===== src/tcpqs_pkg.sv =====
`default_nettype none

package tcpqs_pkg;

  localparam int unsigned QUEUE_DEPTH_DEF = 16;

  localparam int unsigned OP_W   = 2;
  localparam int unsigned TIME_W = 32;
  localparam int unsigned TAG_W  = 16;
  localparam int unsigned CODE_W = 3;
  localparam int unsigned CNT_W  = 5;
  localparam int unsigned EVT_W  = 32;
  localparam int unsigned SUM_W  = 48;

  // Opcodes; any other code is a service tick.
  localparam logic [OP_W-1:0] OP_HIGH_REQ = 2'd0;
  localparam logic [OP_W-1:0] OP_LOW_REQ  = 2'd1;

  localparam logic [CODE_W-1:0] RES_ACCEPTED    = 3'd0;
  localparam logic [CODE_W-1:0] RES_REFUSED     = 3'd1;
  localparam logic [CODE_W-1:0] RES_SERVED_HIGH = 3'd2;
  localparam logic [CODE_W-1:0] RES_SERVED_LOW  = 3'd3;
  localparam logic [CODE_W-1:0] RES_IDLE        = 3'd4;

  localparam logic [CNT_W-1:0] LIMIT_RESET = 5'd16;
  localparam logic [EVT_W-1:0] EVT_MAX     = '1;
  localparam logic [SUM_W-1:0] SUM_MAX     = '1;

  typedef struct packed {
    logic [OP_W-1:0]   opcode;
    logic [TIME_W-1:0] time_value;
    logic [TAG_W-1:0]  entry_tag;
  } req_t;

  typedef struct packed {
    logic [CODE_W-1:0] result_code;
    logic [TAG_W-1:0]  served_tag;
    logic [TIME_W-1:0] served_wait;
    logic [CNT_W-1:0]  high_queue_count;
    logic [CNT_W-1:0]  low_queue_count;
    logic [EVT_W-1:0]  high_accepted;
    logic [EVT_W-1:0]  high_refused;
    logic [EVT_W-1:0]  low_accepted;
    logic [EVT_W-1:0]  low_refused;
    logic [EVT_W-1:0]  idle_ticks;
    logic [SUM_W-1:0]  high_wait_total;
    logic [SUM_W-1:0]  low_wait_total;
  } res_t;

  typedef struct packed {
    logic [TAG_W-1:0]  tag;
    logic [TIME_W-1:0] stamp;
  } entry_t;

  typedef struct packed {
    logic push;
    logic pop;
  } q_ctl_t;

  typedef struct packed {
    logic [CNT_W-1:0] count;
    entry_t           head;
  } q_stat_t;

  typedef struct packed {
    logic              high_acc;
    logic              high_ref;
    logic              low_acc;
    logic              low_ref;
    logic              idle;
    logic              high_served;
    logic              low_served;
    logic [TIME_W-1:0] served_wait;
  } stats_evt_t;

  typedef struct packed {
    logic [EVT_W-1:0] high_accepted;
    logic [EVT_W-1:0] high_refused;
    logic [EVT_W-1:0] low_accepted;
    logic [EVT_W-1:0] low_refused;
    logic [EVT_W-1:0] idle_ticks;
    logic [SUM_W-1:0] high_wait_total;
    logic [SUM_W-1:0] low_wait_total;
  } stats_t;

endpackage

`default_nettype wire


===== src/tcpqs_queue.sv =====
`default_nettype none

module tcpqs_queue #(
  parameter int unsigned DEPTH = tcpqs_pkg::QUEUE_DEPTH_DEF
) (
  input  wire logic             clk,
  input  wire logic             rst,
  input  wire tcpqs_pkg::q_ctl_t  ctl,
  input  wire tcpqs_pkg::entry_t  entry_in,
  output tcpqs_pkg::q_stat_t      stat
);
  import tcpqs_pkg::*;

  localparam int unsigned PTR_W = (DEPTH > 1) ? $clog2(DEPTH) : 1;
  localparam int unsigned ADD_W = ((PTR_W > CNT_W) ? PTR_W : CNT_W) + 1;
  localparam logic [ADD_W-1:0] DEPTH_A = ADD_W'(DEPTH);
  localparam logic [PTR_W-1:0] LAST    = PTR_W'(DEPTH - 1);

  entry_t mem [DEPTH];

  logic [PTR_W-1:0] head;
  logic [PTR_W-1:0] head_next;
  logic [PTR_W-1:0] head_plus;
  logic [PTR_W-1:0] rd_addr;
  logic [PTR_W-1:0] wr_addr;
  logic [ADD_W-1:0] wr_sum;
  logic [CNT_W-1:0] count;
  entry_t           hd;
  entry_t           pf;

  always_comb begin
    wr_sum    = ADD_W'(head) + ADD_W'(count);
    wr_addr   = (wr_sum >= DEPTH_A) ? PTR_W'(wr_sum - DEPTH_A) : wr_sum[PTR_W-1:0];
    head_plus = (head == LAST) ? '0 : head + 1'b1;
    head_next = ctl.pop ? head_plus : head;
    rd_addr   = (head_next == LAST) ? '0 : head_next + 1'b1;
  end

  // The entry behind the head is prefetched every cycle, so that a pop can
  // hand it straight to the head register. A write into that very slot is
  // forwarded, which happens when the second entry goes in.
  always_ff @(posedge clk) begin
    if (ctl.push) begin
      mem[wr_addr] <= entry_in;
    end
    if (ctl.push && (wr_addr == rd_addr)) begin
      pf <= entry_in;
    end else begin
      pf <= mem[rd_addr];
    end
  end

  always_ff @(posedge clk) begin
    if (ctl.push && (count == '0)) begin
      hd <= entry_in;
    end else if (ctl.pop) begin
      hd <= pf;
    end
  end

  always_ff @(posedge clk) begin
    if (rst) begin
      head  <= '0;
      count <= '0;
    end else begin
      head <= head_next;
      if (ctl.push) begin
        count <= count + 1'b1;
      end else if (ctl.pop) begin
        count <= count - 1'b1;
      end
    end
  end

  assign stat.count = count;
  assign stat.head  = hd;

`ifndef NO_ASSERTIONS
  a_no_push_pop : assert property (@(posedge clk) disable iff (rst)
    !(ctl.push && ctl.pop))
    else $error("queue pushed and popped by one item");

  a_count_depth : assert property (@(posedge clk) disable iff (rst)
    (ADD_W'(count) <= DEPTH_A))
    else $error("queue count exceeds depth");

  a_pop_nonempty : assert property (@(posedge clk) disable iff (rst)
    ctl.pop |-> (count != '0))
    else $error("pop from an empty queue");

  a_first_head : assert property (@(posedge clk) disable iff (rst)
    (ctl.push && (count == '0)) |=> (hd == $past(entry_in)))
    else $error("head entry not loaded on first push");
`endif

endmodule

`default_nettype wire


===== src/tcpqs_stats.sv =====
`default_nettype none

module tcpqs_stats (
  input  wire logic                 clk,
  input  wire logic                 rst,
  input  wire tcpqs_pkg::stats_evt_t  evt,
  output tcpqs_pkg::stats_t           stats
);
  import tcpqs_pkg::*;

  logic [EVT_W-1:0] high_acc;
  logic [EVT_W-1:0] high_ref;
  logic [EVT_W-1:0] low_acc;
  logic [EVT_W-1:0] low_ref;
  logic [EVT_W-1:0] idle_cnt;
  logic [SUM_W-1:0] high_sum;
  logic [SUM_W-1:0] low_sum;
  logic [SUM_W-1:0] served_sum;
  logic [SUM_W:0]   add_full;
  logic [SUM_W-1:0] sum_next;

  function automatic logic [EVT_W-1:0] bump(input logic [EVT_W-1:0] c);
    bump = (c == EVT_MAX) ? c : c + 1'b1;
  endfunction

  // Only one class is served per item, so one adder serves both sums.
  always_comb begin
    served_sum = evt.high_served ? high_sum : low_sum;
    add_full   = {1'b0, served_sum} + (SUM_W + 1)'(evt.served_wait);
    sum_next   = (add_full >= {1'b0, SUM_MAX}) ? SUM_MAX : add_full[SUM_W-1:0];
  end

  always_ff @(posedge clk) begin
    if (rst) begin
      high_acc <= '0;
      high_ref <= '0;
      low_acc  <= '0;
      low_ref  <= '0;
      idle_cnt <= '0;
      high_sum <= '0;
      low_sum  <= '0;
    end else begin
      if (evt.high_acc) begin
        high_acc <= bump(high_acc);
      end
      if (evt.high_ref) begin
        high_ref <= bump(high_ref);
      end
      if (evt.low_acc) begin
        low_acc <= bump(low_acc);
      end
      if (evt.low_ref) begin
        low_ref <= bump(low_ref);
      end
      if (evt.idle) begin
        idle_cnt <= bump(idle_cnt);
      end
      if (evt.high_served) begin
        high_sum <= sum_next;
      end
      if (evt.low_served) begin
        low_sum <= sum_next;
      end
    end
  end

  assign stats.high_accepted   = high_acc;
  assign stats.high_refused    = high_ref;
  assign stats.low_accepted    = low_acc;
  assign stats.low_refused     = low_ref;
  assign stats.idle_ticks      = idle_cnt;
  assign stats.high_wait_total = high_sum;
  assign stats.low_wait_total  = low_sum;

`ifndef NO_ASSERTIONS
  a_idle_sat : assert property (@(posedge clk) disable iff (rst)
    (idle_cnt == EVT_MAX) |=> (idle_cnt == EVT_MAX))
    else $error("idle counter left saturation");

  a_high_sum_mono : assert property (@(posedge clk) disable iff (rst)
    evt.high_served |=> (high_sum >= $past(high_sum)))
    else $error("high wait sum decreased");

  a_low_sum_sat : assert property (@(posedge clk) disable iff (rst)
    (low_sum == SUM_MAX) |=> (low_sum == SUM_MAX))
    else $error("low wait sum left saturation");

  a_one_event : assert property (@(posedge clk) disable iff (rst)
    $onehot0({evt.high_acc, evt.high_ref, evt.low_acc, evt.low_ref, evt.idle,
              evt.high_served, evt.low_served}))
    else $error("more than one statistics event per item");
`endif

endmodule

`default_nettype wire


===== src/two_class_priority_queue_scheduler.sv =====
// Channel   Direction  Handshake               Payload
// req       in         req_valid / req_stall   tcpqs_pkg::req_t
// res       out        res_valid / res_stall   tcpqs_pkg::res_t
// cfg       in         cfg_wr_en               cfg_wr_data (queue limit)
//
// One item is taken per cycle unless res stalls; it waits in the input register and
// its result is written to the result register when it fires.
// Each item does at most one queue push or pop; queue heads are held in registers
// and the entry behind each head is prefetched from its memory.
// Reset clears the queue pointers, counts and statistics; queue memories need none.
// A stall on res holds the result and, once the input register is full, stalls req.
`default_nettype none

module two_class_priority_queue_scheduler #(
  parameter int unsigned QUEUE_DEPTH = tcpqs_pkg::QUEUE_DEPTH_DEF
) (
  input  wire logic                       clk,
  input  wire logic                       rst,
  input  wire logic                       req_valid,
  output logic                            req_stall,
  input  wire tcpqs_pkg::req_t            req,
  output logic                            res_valid,
  input  wire logic                       res_stall,
  output tcpqs_pkg::res_t                 res,
  input  wire logic                       cfg_wr_en,
  input  wire logic [tcpqs_pkg::CNT_W-1:0] cfg_wr_data
);
  import tcpqs_pkg::*;

  localparam bit               CAPPED    = (QUEUE_DEPTH < 32);
  localparam logic [CNT_W-1:0] DEPTH_CAP = CAPPED ? CNT_W'(QUEUE_DEPTH) : '1;

  req_t             in_reg;
  logic             in_full;
  logic             out_full;
  logic             fire;
  logic [CNT_W-1:0] admit_limit;
  logic [CNT_W-1:0] limit_eff;

  logic              is_hreq;
  logic              is_lreq;
  logic              is_tick;
  logic              high_ok;
  logic              low_ok;
  logic              pop_high;
  logic              pop_low;
  entry_t            served;
  logic [TIME_W-1:0] wait_val;

  logic [CODE_W-1:0] code_next;
  logic [CODE_W-1:0] code_r;
  logic [TAG_W-1:0]  tag_r;
  logic [TIME_W-1:0] wait_r;

  q_ctl_t     hctl;
  q_ctl_t     lctl;
  q_stat_t    hstat;
  q_stat_t    lstat;
  entry_t     new_entry;
  stats_evt_t evt;
  stats_t     stats;

  assign fire      = in_full && (!out_full || !res_stall);
  assign req_stall = in_full && !fire;
  assign res_valid = out_full;

  always_ff @(posedge clk) begin
    if (rst) begin
      in_full     <= 1'b0;
      out_full    <= 1'b0;
      admit_limit <= LIMIT_RESET;
    end else begin
      if (req_valid && !req_stall) begin
        in_full <= 1'b1;
      end else if (fire) begin
        in_full <= 1'b0;
      end
      if (fire) begin
        out_full <= 1'b1;
      end else if (!res_stall) begin
        out_full <= 1'b0;
      end
      if (cfg_wr_en) begin
        admit_limit <= cfg_wr_data;
      end
    end
  end

  always_ff @(posedge clk) begin
    if (req_valid && !req_stall) begin
      in_reg <= req;
    end
  end

  always_comb begin
    limit_eff = (admit_limit > DEPTH_CAP) ? DEPTH_CAP : admit_limit;
    is_hreq   = (in_reg.opcode == OP_HIGH_REQ);
    is_lreq   = (in_reg.opcode == OP_LOW_REQ);
    is_tick   = !is_hreq && !is_lreq;
    high_ok   = (hstat.count < limit_eff);
    low_ok    = (lstat.count < limit_eff);
    pop_high  = is_tick && (hstat.count != '0);
    pop_low   = is_tick && (hstat.count == '0) && (lstat.count != '0);
    served    = pop_high ? hstat.head : lstat.head;
    wait_val  = in_reg.time_value - served.stamp;

    if (is_hreq) begin
      code_next = high_ok ? RES_ACCEPTED : RES_REFUSED;
    end else if (is_lreq) begin
      code_next = low_ok ? RES_ACCEPTED : RES_REFUSED;
    end else if (pop_high) begin
      code_next = RES_SERVED_HIGH;
    end else if (pop_low) begin
      code_next = RES_SERVED_LOW;
    end else begin
      code_next = RES_IDLE;
    end
  end

  assign new_entry.tag   = in_reg.entry_tag;
  assign new_entry.stamp = in_reg.time_value;

  assign hctl.push = fire && is_hreq && high_ok;
  assign hctl.pop  = fire && pop_high;
  assign lctl.push = fire && is_lreq && low_ok;
  assign lctl.pop  = fire && pop_low;

  assign evt.high_acc    = fire && is_hreq && high_ok;
  assign evt.high_ref    = fire && is_hreq && !high_ok;
  assign evt.low_acc     = fire && is_lreq && low_ok;
  assign evt.low_ref     = fire && is_lreq && !low_ok;
  assign evt.idle        = fire && is_tick && !pop_high && !pop_low;
  assign evt.high_served = fire && pop_high;
  assign evt.low_served  = fire && pop_low;
  assign evt.served_wait = wait_val;

  tcpqs_queue #(
    .DEPTH (QUEUE_DEPTH)
  ) u_high_queue (
    .clk      (clk),
    .rst      (rst),
    .ctl      (hctl),
    .entry_in (new_entry),
    .stat     (hstat)
  );

  tcpqs_queue #(
    .DEPTH (QUEUE_DEPTH)
  ) u_low_queue (
    .clk      (clk),
    .rst      (rst),
    .ctl      (lctl),
    .entry_in (new_entry),
    .stat     (lstat)
  );

  tcpqs_stats u_stats (
    .clk   (clk),
    .rst   (rst),
    .evt   (evt),
    .stats (stats)
  );

  always_ff @(posedge clk) begin
    if (fire) begin
      code_r <= code_next;
      tag_r  <= (pop_high || pop_low) ? served.tag : '0;
      wait_r <= (pop_high || pop_low) ? wait_val : '0;
    end
  end

  // Queue state and statistics change only when an item fires, which also
  // replaces the result, so they can be shown straight from their registers.
  assign res.result_code      = code_r;
  assign res.served_tag       = tag_r;
  assign res.served_wait      = wait_r;
  assign res.high_queue_count = hstat.count;
  assign res.low_queue_count  = lstat.count;
  assign res.high_accepted    = stats.high_accepted;
  assign res.high_refused     = stats.high_refused;
  assign res.low_accepted     = stats.low_accepted;
  assign res.low_refused      = stats.low_refused;
  assign res.idle_ticks       = stats.idle_ticks;
  assign res.high_wait_total  = stats.high_wait_total;
  assign res.low_wait_total   = stats.low_wait_total;

`ifndef NO_ASSERTIONS
  a_stall_only_full : assert property (@(posedge clk) disable iff (rst)
    !in_full |-> !req_stall)
    else $error("request stalled with an empty input register");

  a_pop_high_count : assert property (@(posedge clk) disable iff (rst)
    hctl.pop |=> (hstat.count == $past(hstat.count) - 1'b1))
    else $error("high count not decremented on service");

  a_idle_empty : assert property (@(posedge clk) disable iff (rst)
    (res_valid && (res.result_code == RES_IDLE)) |->
      ((res.high_queue_count == '0) && (res.low_queue_count == '0)))
    else $error("idle result with a queue not empty");

  a_unserved_zero : assert property (@(posedge clk) disable iff (rst)
    (res_valid && ((res.result_code == RES_ACCEPTED) ||
                   (res.result_code == RES_REFUSED) ||
                   (res.result_code == RES_IDLE))) |->
      ((res.served_tag == '0) && (res.served_wait == '0)))
    else $error("served fields set on an item that served nothing");

  a_low_waits_high : assert property (@(posedge clk) disable iff (rst)
    lctl.pop |-> (hstat.count == '0))
    else $error("low queue served while high queue holds entries");
`endif

endmodule

`default_nettype wire

===== config.mk =====
export PLATFORM = sky130hd
export DESIGN_NAME = two_class_priority_queue_scheduler
export DESIGN_NICKNAME = d
export VERILOG_FILES = /design/src/tcpqs_pkg.sv /design/src/tcpqs_queue.sv /design/src/tcpqs_stats.sv /design/src/two_class_priority_queue_scheduler.sv
export SDC_FILE = /design/constraint.sdc
export NUM_CORES = 2
export LEC_CHECK = 0
export BUFFER_PORTS_ARGS = -buffer_cell sky130_fd_sc_hd__buf_2
export CAP_MARGIN = 20
export CORE_AREA = 2 2 488 490
export DETAILED_ROUTE_END_ITERATION = 10
export DIE_AREA = 0 0 490 492
export PLACE_DENSITY = 0.48
export SLEW_MARGIN = 30
export SYNTH_ARGS = -nofsm -noshare
export SYNTH_HDL_FRONTEND = slang
export SYNTH_SLANG_ARGS = --single-unit

===== constraint.sdc =====
create_clock -name clk -period 10.1 [get_ports clk]
set_input_delay 3.03 -clock clk [delete_from_list [all_inputs] [get_ports clk]]
set_output_delay 3.03 -clock clk [all_outputs]
set_load 0.005 [all_outputs]

## Word-level counts from Yosys, hierarchy flattened

Memories as Yosys holds them, arrays and structs flattened. A register that Yosys moved wholly into a read port is not among the register bits.
Index checks and enable logic that the tools add are counted.

- Register bits: 478
- Bits in writable memories: 1536
- Input bits: 60
- Output and inout port bits: 319
- Logic and storage cells: 148
- Memories: 2

- $add $sub $neg: 19
- $lt $le $gt $ge: 6
- Equal/unequal tests: 11
- Multiplexer cells: 34
- Bitwise gates (word level): 5
- Reduce and logical (&&, ||, !) cells: 47

Memories:

| memory | words | bits a word | read ports | clocked after memory_dff | wr ports | RTL line | text |
|---|---|---|---|---|---|---|---|
| u_high_queue.mem | 16 | 48 | 1 | 1 | 1 | tcpqs_queue.sv:19 | `entry_t mem [DEPTH];` |
| u_low_queue.mem | 16 | 48 | 1 | 1 | 1 | tcpqs_queue.sv:19 |  |

Operator list:

| operator | count |
|---|---|
| $mux 48 | 7 |
| $add 32x1->32 const B | 5 |
| $eq 32x32->1 const B | 5 |
| $add 48x32->49 | 1 |
| $ge 49x48->1 const B | 1 |
| $mux 4 | 8 |
| $sub 32x32->32 | 1 |
| $mux 5 | 5 |
| $logic_and 1x1->1 | 20 |
| $add 4x1->4 const B | 4 |
| $eq 4x4->1 const B | 4 |
| $add 4x5->6 | 2 |
| $ge 6x5->1 const B | 2 |
| $mux 3 | 4 |
| $add 5x1->5 const B | 2 |
| $logic_not 1->1 | 10 |
| $logic_not 5->1 | 2 |
| $lt 5x5->1 | 2 |
| $mux 1 | 10 |
| $reduce_and 2->1 | 5 |
| $reduce_bool 2->1 | 5 |
| $reduce_bool 5->1 | 2 |
| $sub 5x1->5 const B | 2 |
| $sub 4x1->4 const B | 2 |
| 6 further kinds | 11 |

## Longest topological paths before layout

- Depth after elaboration: 9
- Depth in mapped cells: 31
- Gate-level depth less buffers: 26

## Modules after synthesis

From an unflattened synthesis, not the netlist that was laid out.

- Cell total of the unflattened synthesis: 4889
- Area, all modules: 83037.1 um^2

By module, submodules not included:

| module | instances | cells an instance | area each (um^2) | seq. area each (um^2) |
|---|---|---|---|---|
| tcpqs_queue (u_low_queue) | 1 | 1380 | 31637.8 | 24763.8 |
| tcpqs_queue (u_high_queue) | 1 | 1380 | 31634.1 | 24763.8 |
| tcpqs_stats | 1 | 1608 | 13658.1 | 5124.9 |
| two_class_priority_queue_scheduler | 1 | 521 | 6107.1 | 3173.0 |

## Worst setup path after synthesis

OpenSTA, ideal clock, no wires.

- Path kind: input to register
- Start point: input port res_stall
- End point: memory u_low_queue.mem[0][0] in the netlist's numbering (enable)
- Setup time: 0.513 ns
- Arrival time: 8.856 ns
- Required time: 9.587 ns
- Setup slack: 0.731 ns
- Stages: 7
- Path buffers: 1
- Cells stage by stage: a21boi_2 and3_1 a21bo_2 buf_2 nor2b_1 nand2_1 nor3_1

- Longest elaborated chain between the ends: 7

RTL lines:

| element | RTL line | text |
|---|---|---|
| from (decl) | two_class_priority_queue_scheduler.sv:23 | `input wire logic res_stall,` |
| $logic_not 1->1 | n/a |  |
| $logic_or 1x1->1 | two_class_priority_queue_scheduler.sv:63 | `assign fire = in_full && (!out_full \|\| !res_stall);` |
| $logic_and 1x1->1 | two_class_priority_queue_scheduler.sv:63 |  |
| $logic_and 1x1->1 (2 in a row) | two_class_priority_queue_scheduler.sv:125 | `assign lctl.push = fire && is_lreq && low_ok;` |
| $mux 1 | tcpqs_queue.sv:43 | `if (ctl.push) begin` |
| $mux 1 (implied by the code) | tcpqs_queue.sv:44 | `mem[wr_addr] <= entry_in;` |
| to (decl) | tcpqs_queue.sv:19 |  |

Every way passes these cells.

==> impl_metrics.csv <==
group,metric,value,unit
setup_path,crit_slowest_cell,"or4_1",
setup_path,worstPathRequired,10810,ps
run,cap_violations,0,
yosys,synth_compound_area_frac,0.0366,
route,routed_via_density,5.34,
floorplan,core,236000,um^2
clock_tree,cts_tree,"done",
yosys,synth_top_area_share,0.633,
setup_path,r2r_slack,1980,ps
yosys,synth_xor_area_frac,0.0226,
setup_path,worstPathMaxFanout,15,
pwr,powerDensity,197,nW/um^2
sta,slew_headroom,0.348,
yosys,ys_ff_latch,2022,
setup_path,critPathMostFrequentCell,"or4_1",
clock_tree,clk-insertion-delay-late,880,ps
setup_path,crit_family,"simple AND/OR/NAND/NOR gates",
global_route,grt_pass1_vias,45400,
yosys,synth_top_area_cell,"edfxtp_1",
setup_path,reg2reg_to,"u_stats.low_sum[17]",
floorplan,die_area,241000,um^2
global_route,antenna_found_initial,16,
final_layout,final_common_cell,"edfxtp_1",
clock_tree,ctsRootBufferMaster,"clkbuf_16",
final_layout,final_cell_mix,"edfxtp_1 (1733), mux4_2 (480), buf_2 (377)",
sta,timing.setup.tns,0,ps
floorplan,die_h,492,um
yosys,yosys-mux-area-fraction,0.151,
sta,layout_min_cycle_time,8120,ps
sta,fin_skew,55.9,ps
run_status,status,"complete, no violations",
yosys,synth-edff-count,1733,
sta,worst_hold_slack,493,ps
sta,finalMaxSlewViolations,0,
yosys,yosysSeqAreaShare,0.703,
global_route,grtUsageTotal,0.197,
sta,setup_viol,0,
route,drcViolationCount,0,
yosys,netlist_area,82300,um^2
placement,place_ws,2020,ps
yosys,ys_warn_count,0,
final_layout,area_growth,16.8,%
final_layout,fillerInstances,21300,
pwr,vdd_drop_max,0.138,mV
min_path,hold_depth,2,
setup_path,crit_path_start,"u_high_queue.count[0]",
setup_path,start_kind,"flip-flop",
placement,place.gp.congestion,0.853,
route,drt_iter0_drc,4492,
min_path,hold_class,"reg2reg",
global_route,grt_pass1_wl,343000,um
final_layout,fin_area,96100,um^2
yosys,synthAdderAreaFrac,0.0155,
yosys,synthFlopType,"edfxtp_1",
final_layout,fin_nets,5379,
clock_tree,postCtsHoldBufs,0,
sta,finalCritPeriodShare,0.804,
floorplan,num_rows,179,
floorplan,initial_core_util,0.348,
route,antenna_left,0,
route,num_vias,45800,
pwr,p_total,18.9,mW
placement,dpl.hpwl,145000,um
clock_tree,cts_resized,0,
pwr,leakagePower,32.3,nW
placement,place_area,88700,um^2
clock_tree,cts_sinks,2022,
final_layout,final_util,0.407,
final_layout,post_layout_nonfiller_instances,8573,
clock_tree,postCtsSetupBuffers,0,
floorplan,die_w,490,um
setup_path,timing.setup.critical_path_class,"reg2reg",
setup_path,cp.buffers_inverters,0,
yosys,syn_area_per_cell,17.5,um^2
min_path,hold_start,"in_full",
route,wl_per_cell,28.1,um
final_layout,final-seq-area,57900,um^2
yosys,synthTopCellsByArea,"edfxtp_1 (63%), mux4_2 (13%), dfxtp_1 (7.0%)",
min_path,hold_path_end,"res_valid",
global_route,overflow,0,
clock_tree,clkTransAtPathRegs,60,ps
route,routed_wl,241000,um
global_route,grt_max_degree,95,
placement,placed_cells,8158,
clock_tree,cts_buffers,215,
setup_path,worstPathCellList,"or4_1 > o21ai_4 > mux2i_1 > ha_1 > nor2b_1 > o31a_1 > o211ai_1 > a21oi_1 > or3b_2 > o31ai_2 > o21ai_0 > xor2_1 > ha_1 > a211oi_1 > nor2_1 > or4_1 > or4_1 > o211ai_2 > or2_1 > nand2_2 > o221a_2",
setup_path,crit_path_end_kind,"flip-flop",
placement,port_buffers,378,
yosys,synth_top_family_by_area,"multiplexers",
clock_tree,cts_max_path_buffers,3,
floorplan,io_pins,379,
clock_tree,htreeDepth,4,
yosys,synthArstFlopShare,0,
sta,tightest_slew,971,ps
route,dr.pass1.iters,7,
setup_path,reg2reg_depth,21,
setup_path,cp_slowest_stage_delay,780,ps
yosys,syn_nets,4868,
yosys,synth-simple-area-share,0.0581,
sta,layout_setup_ws,1980,ps
setup_path,worst_ep_arrival_time,8830,ps
sta,max_freq,123,MHz
yosys,syn_inst,4710,
setup_path,r2r_start,"u_high_queue.count[0]",
final_layout,multi_input_area,23600,um^2
final_layout,drive_gt1_frac,0.278,
sta,rsz0062_at_grt,"no",
sta,report.final.hold_viol_count,0,
yosys,ys_types,83,
## worst max-delay path by stage
| stage | cells after the start | slack (ps) | endpoint |
|---|---|---|---|
| 2_1_floorplan | 7 | 730 | u_low_queue.mem[0][0] |
| 3_3_place_gp | 22 | 1810 | u_stats.high_sum[41] |
| 3_5_place_dp | 21 | 2020 | u_stats.low_sum[17] |
| 4_1_cts | 21 | 1960 | u_stats.low_sum[17] |
| 5_1_grt | 22 | 1480 | u_stats.low_sum[34] |
| 6_report | 21 | 1980 | u_stats.low_sum[17] |
## final cells by class
cell class | instances | share of cell area
clock inverter | 117 | 0.0138
inverter | 45 | 0.00176
sequential | 2022 | 0.602
timing repair buffer | 523 | 0.0344
tap | 3167 | 0.0412
antenna | 6 | 0.000156
multi-input combinational | 2414 | 0.246
clock buffer | 279 | 0.0604
## routing by layer
layer | GRT usage | up-vias | part of all wire
met5 | 0 | - | 0.00012
met1 | 0.283 | 24300 | 0.45
met4 | 0.0383 | 4 | 0.016
li1 | - | 19700 | -
met3 | 0.0355 | 293 | 0.060
met2 | 0.313 | 1450 | 0.47
## synthesized netlist by cell type, types with 54 or more instances
cell and count:
nor2_1 339, nand2_1 279, mux4_2 480, dfxtp_1 289, nand3_1 82, a21oi_1 134, ha_1 92, xor2_1 122
xnor2_1 90, clkbuf_1 157, mux2_2 94, o21ai_0 105, edfxtp_1 1733, nand4_1 54
## worst reg2reg max path, delay by kind of cell (launching register included)
family	cells	cell delay [ps]
AND/OR/NAND/NOR	8	3440
AO/OA/AOI/OAI	9	2870
adder cells (fa/ha/maj)	2	610
flip-flops	1	400
multiplexers	1	350
XOR/XNOR	1	290
## logic make-up after synthesis
family                   after synthesis
AO/OA/AOI/OAI                        459
buffers and inverters                274
flip-flops                          2022
AND/OR/NAND/NOR                     1018
multiplexers                         627
adder cells (fa/ha/maj)               98
XOR/XNOR                             212
## power by group
| part | leakage (nW) | internal, mW | total [mW] | switching (mW) |
|---|---|---|---|---|
| Sequential | 18.0 | 9.18 | 9.29 | 0.111 |
| Combinational | 10.8 | 0.660 | 1.66 | 1.00 |
| Clock | 3.47 | 4.59 | 7.98 | 3.39 |
| Total | 32.3 | 14.4 | 18.9 | 4.50 |
(Power assumes the default switching activity.)
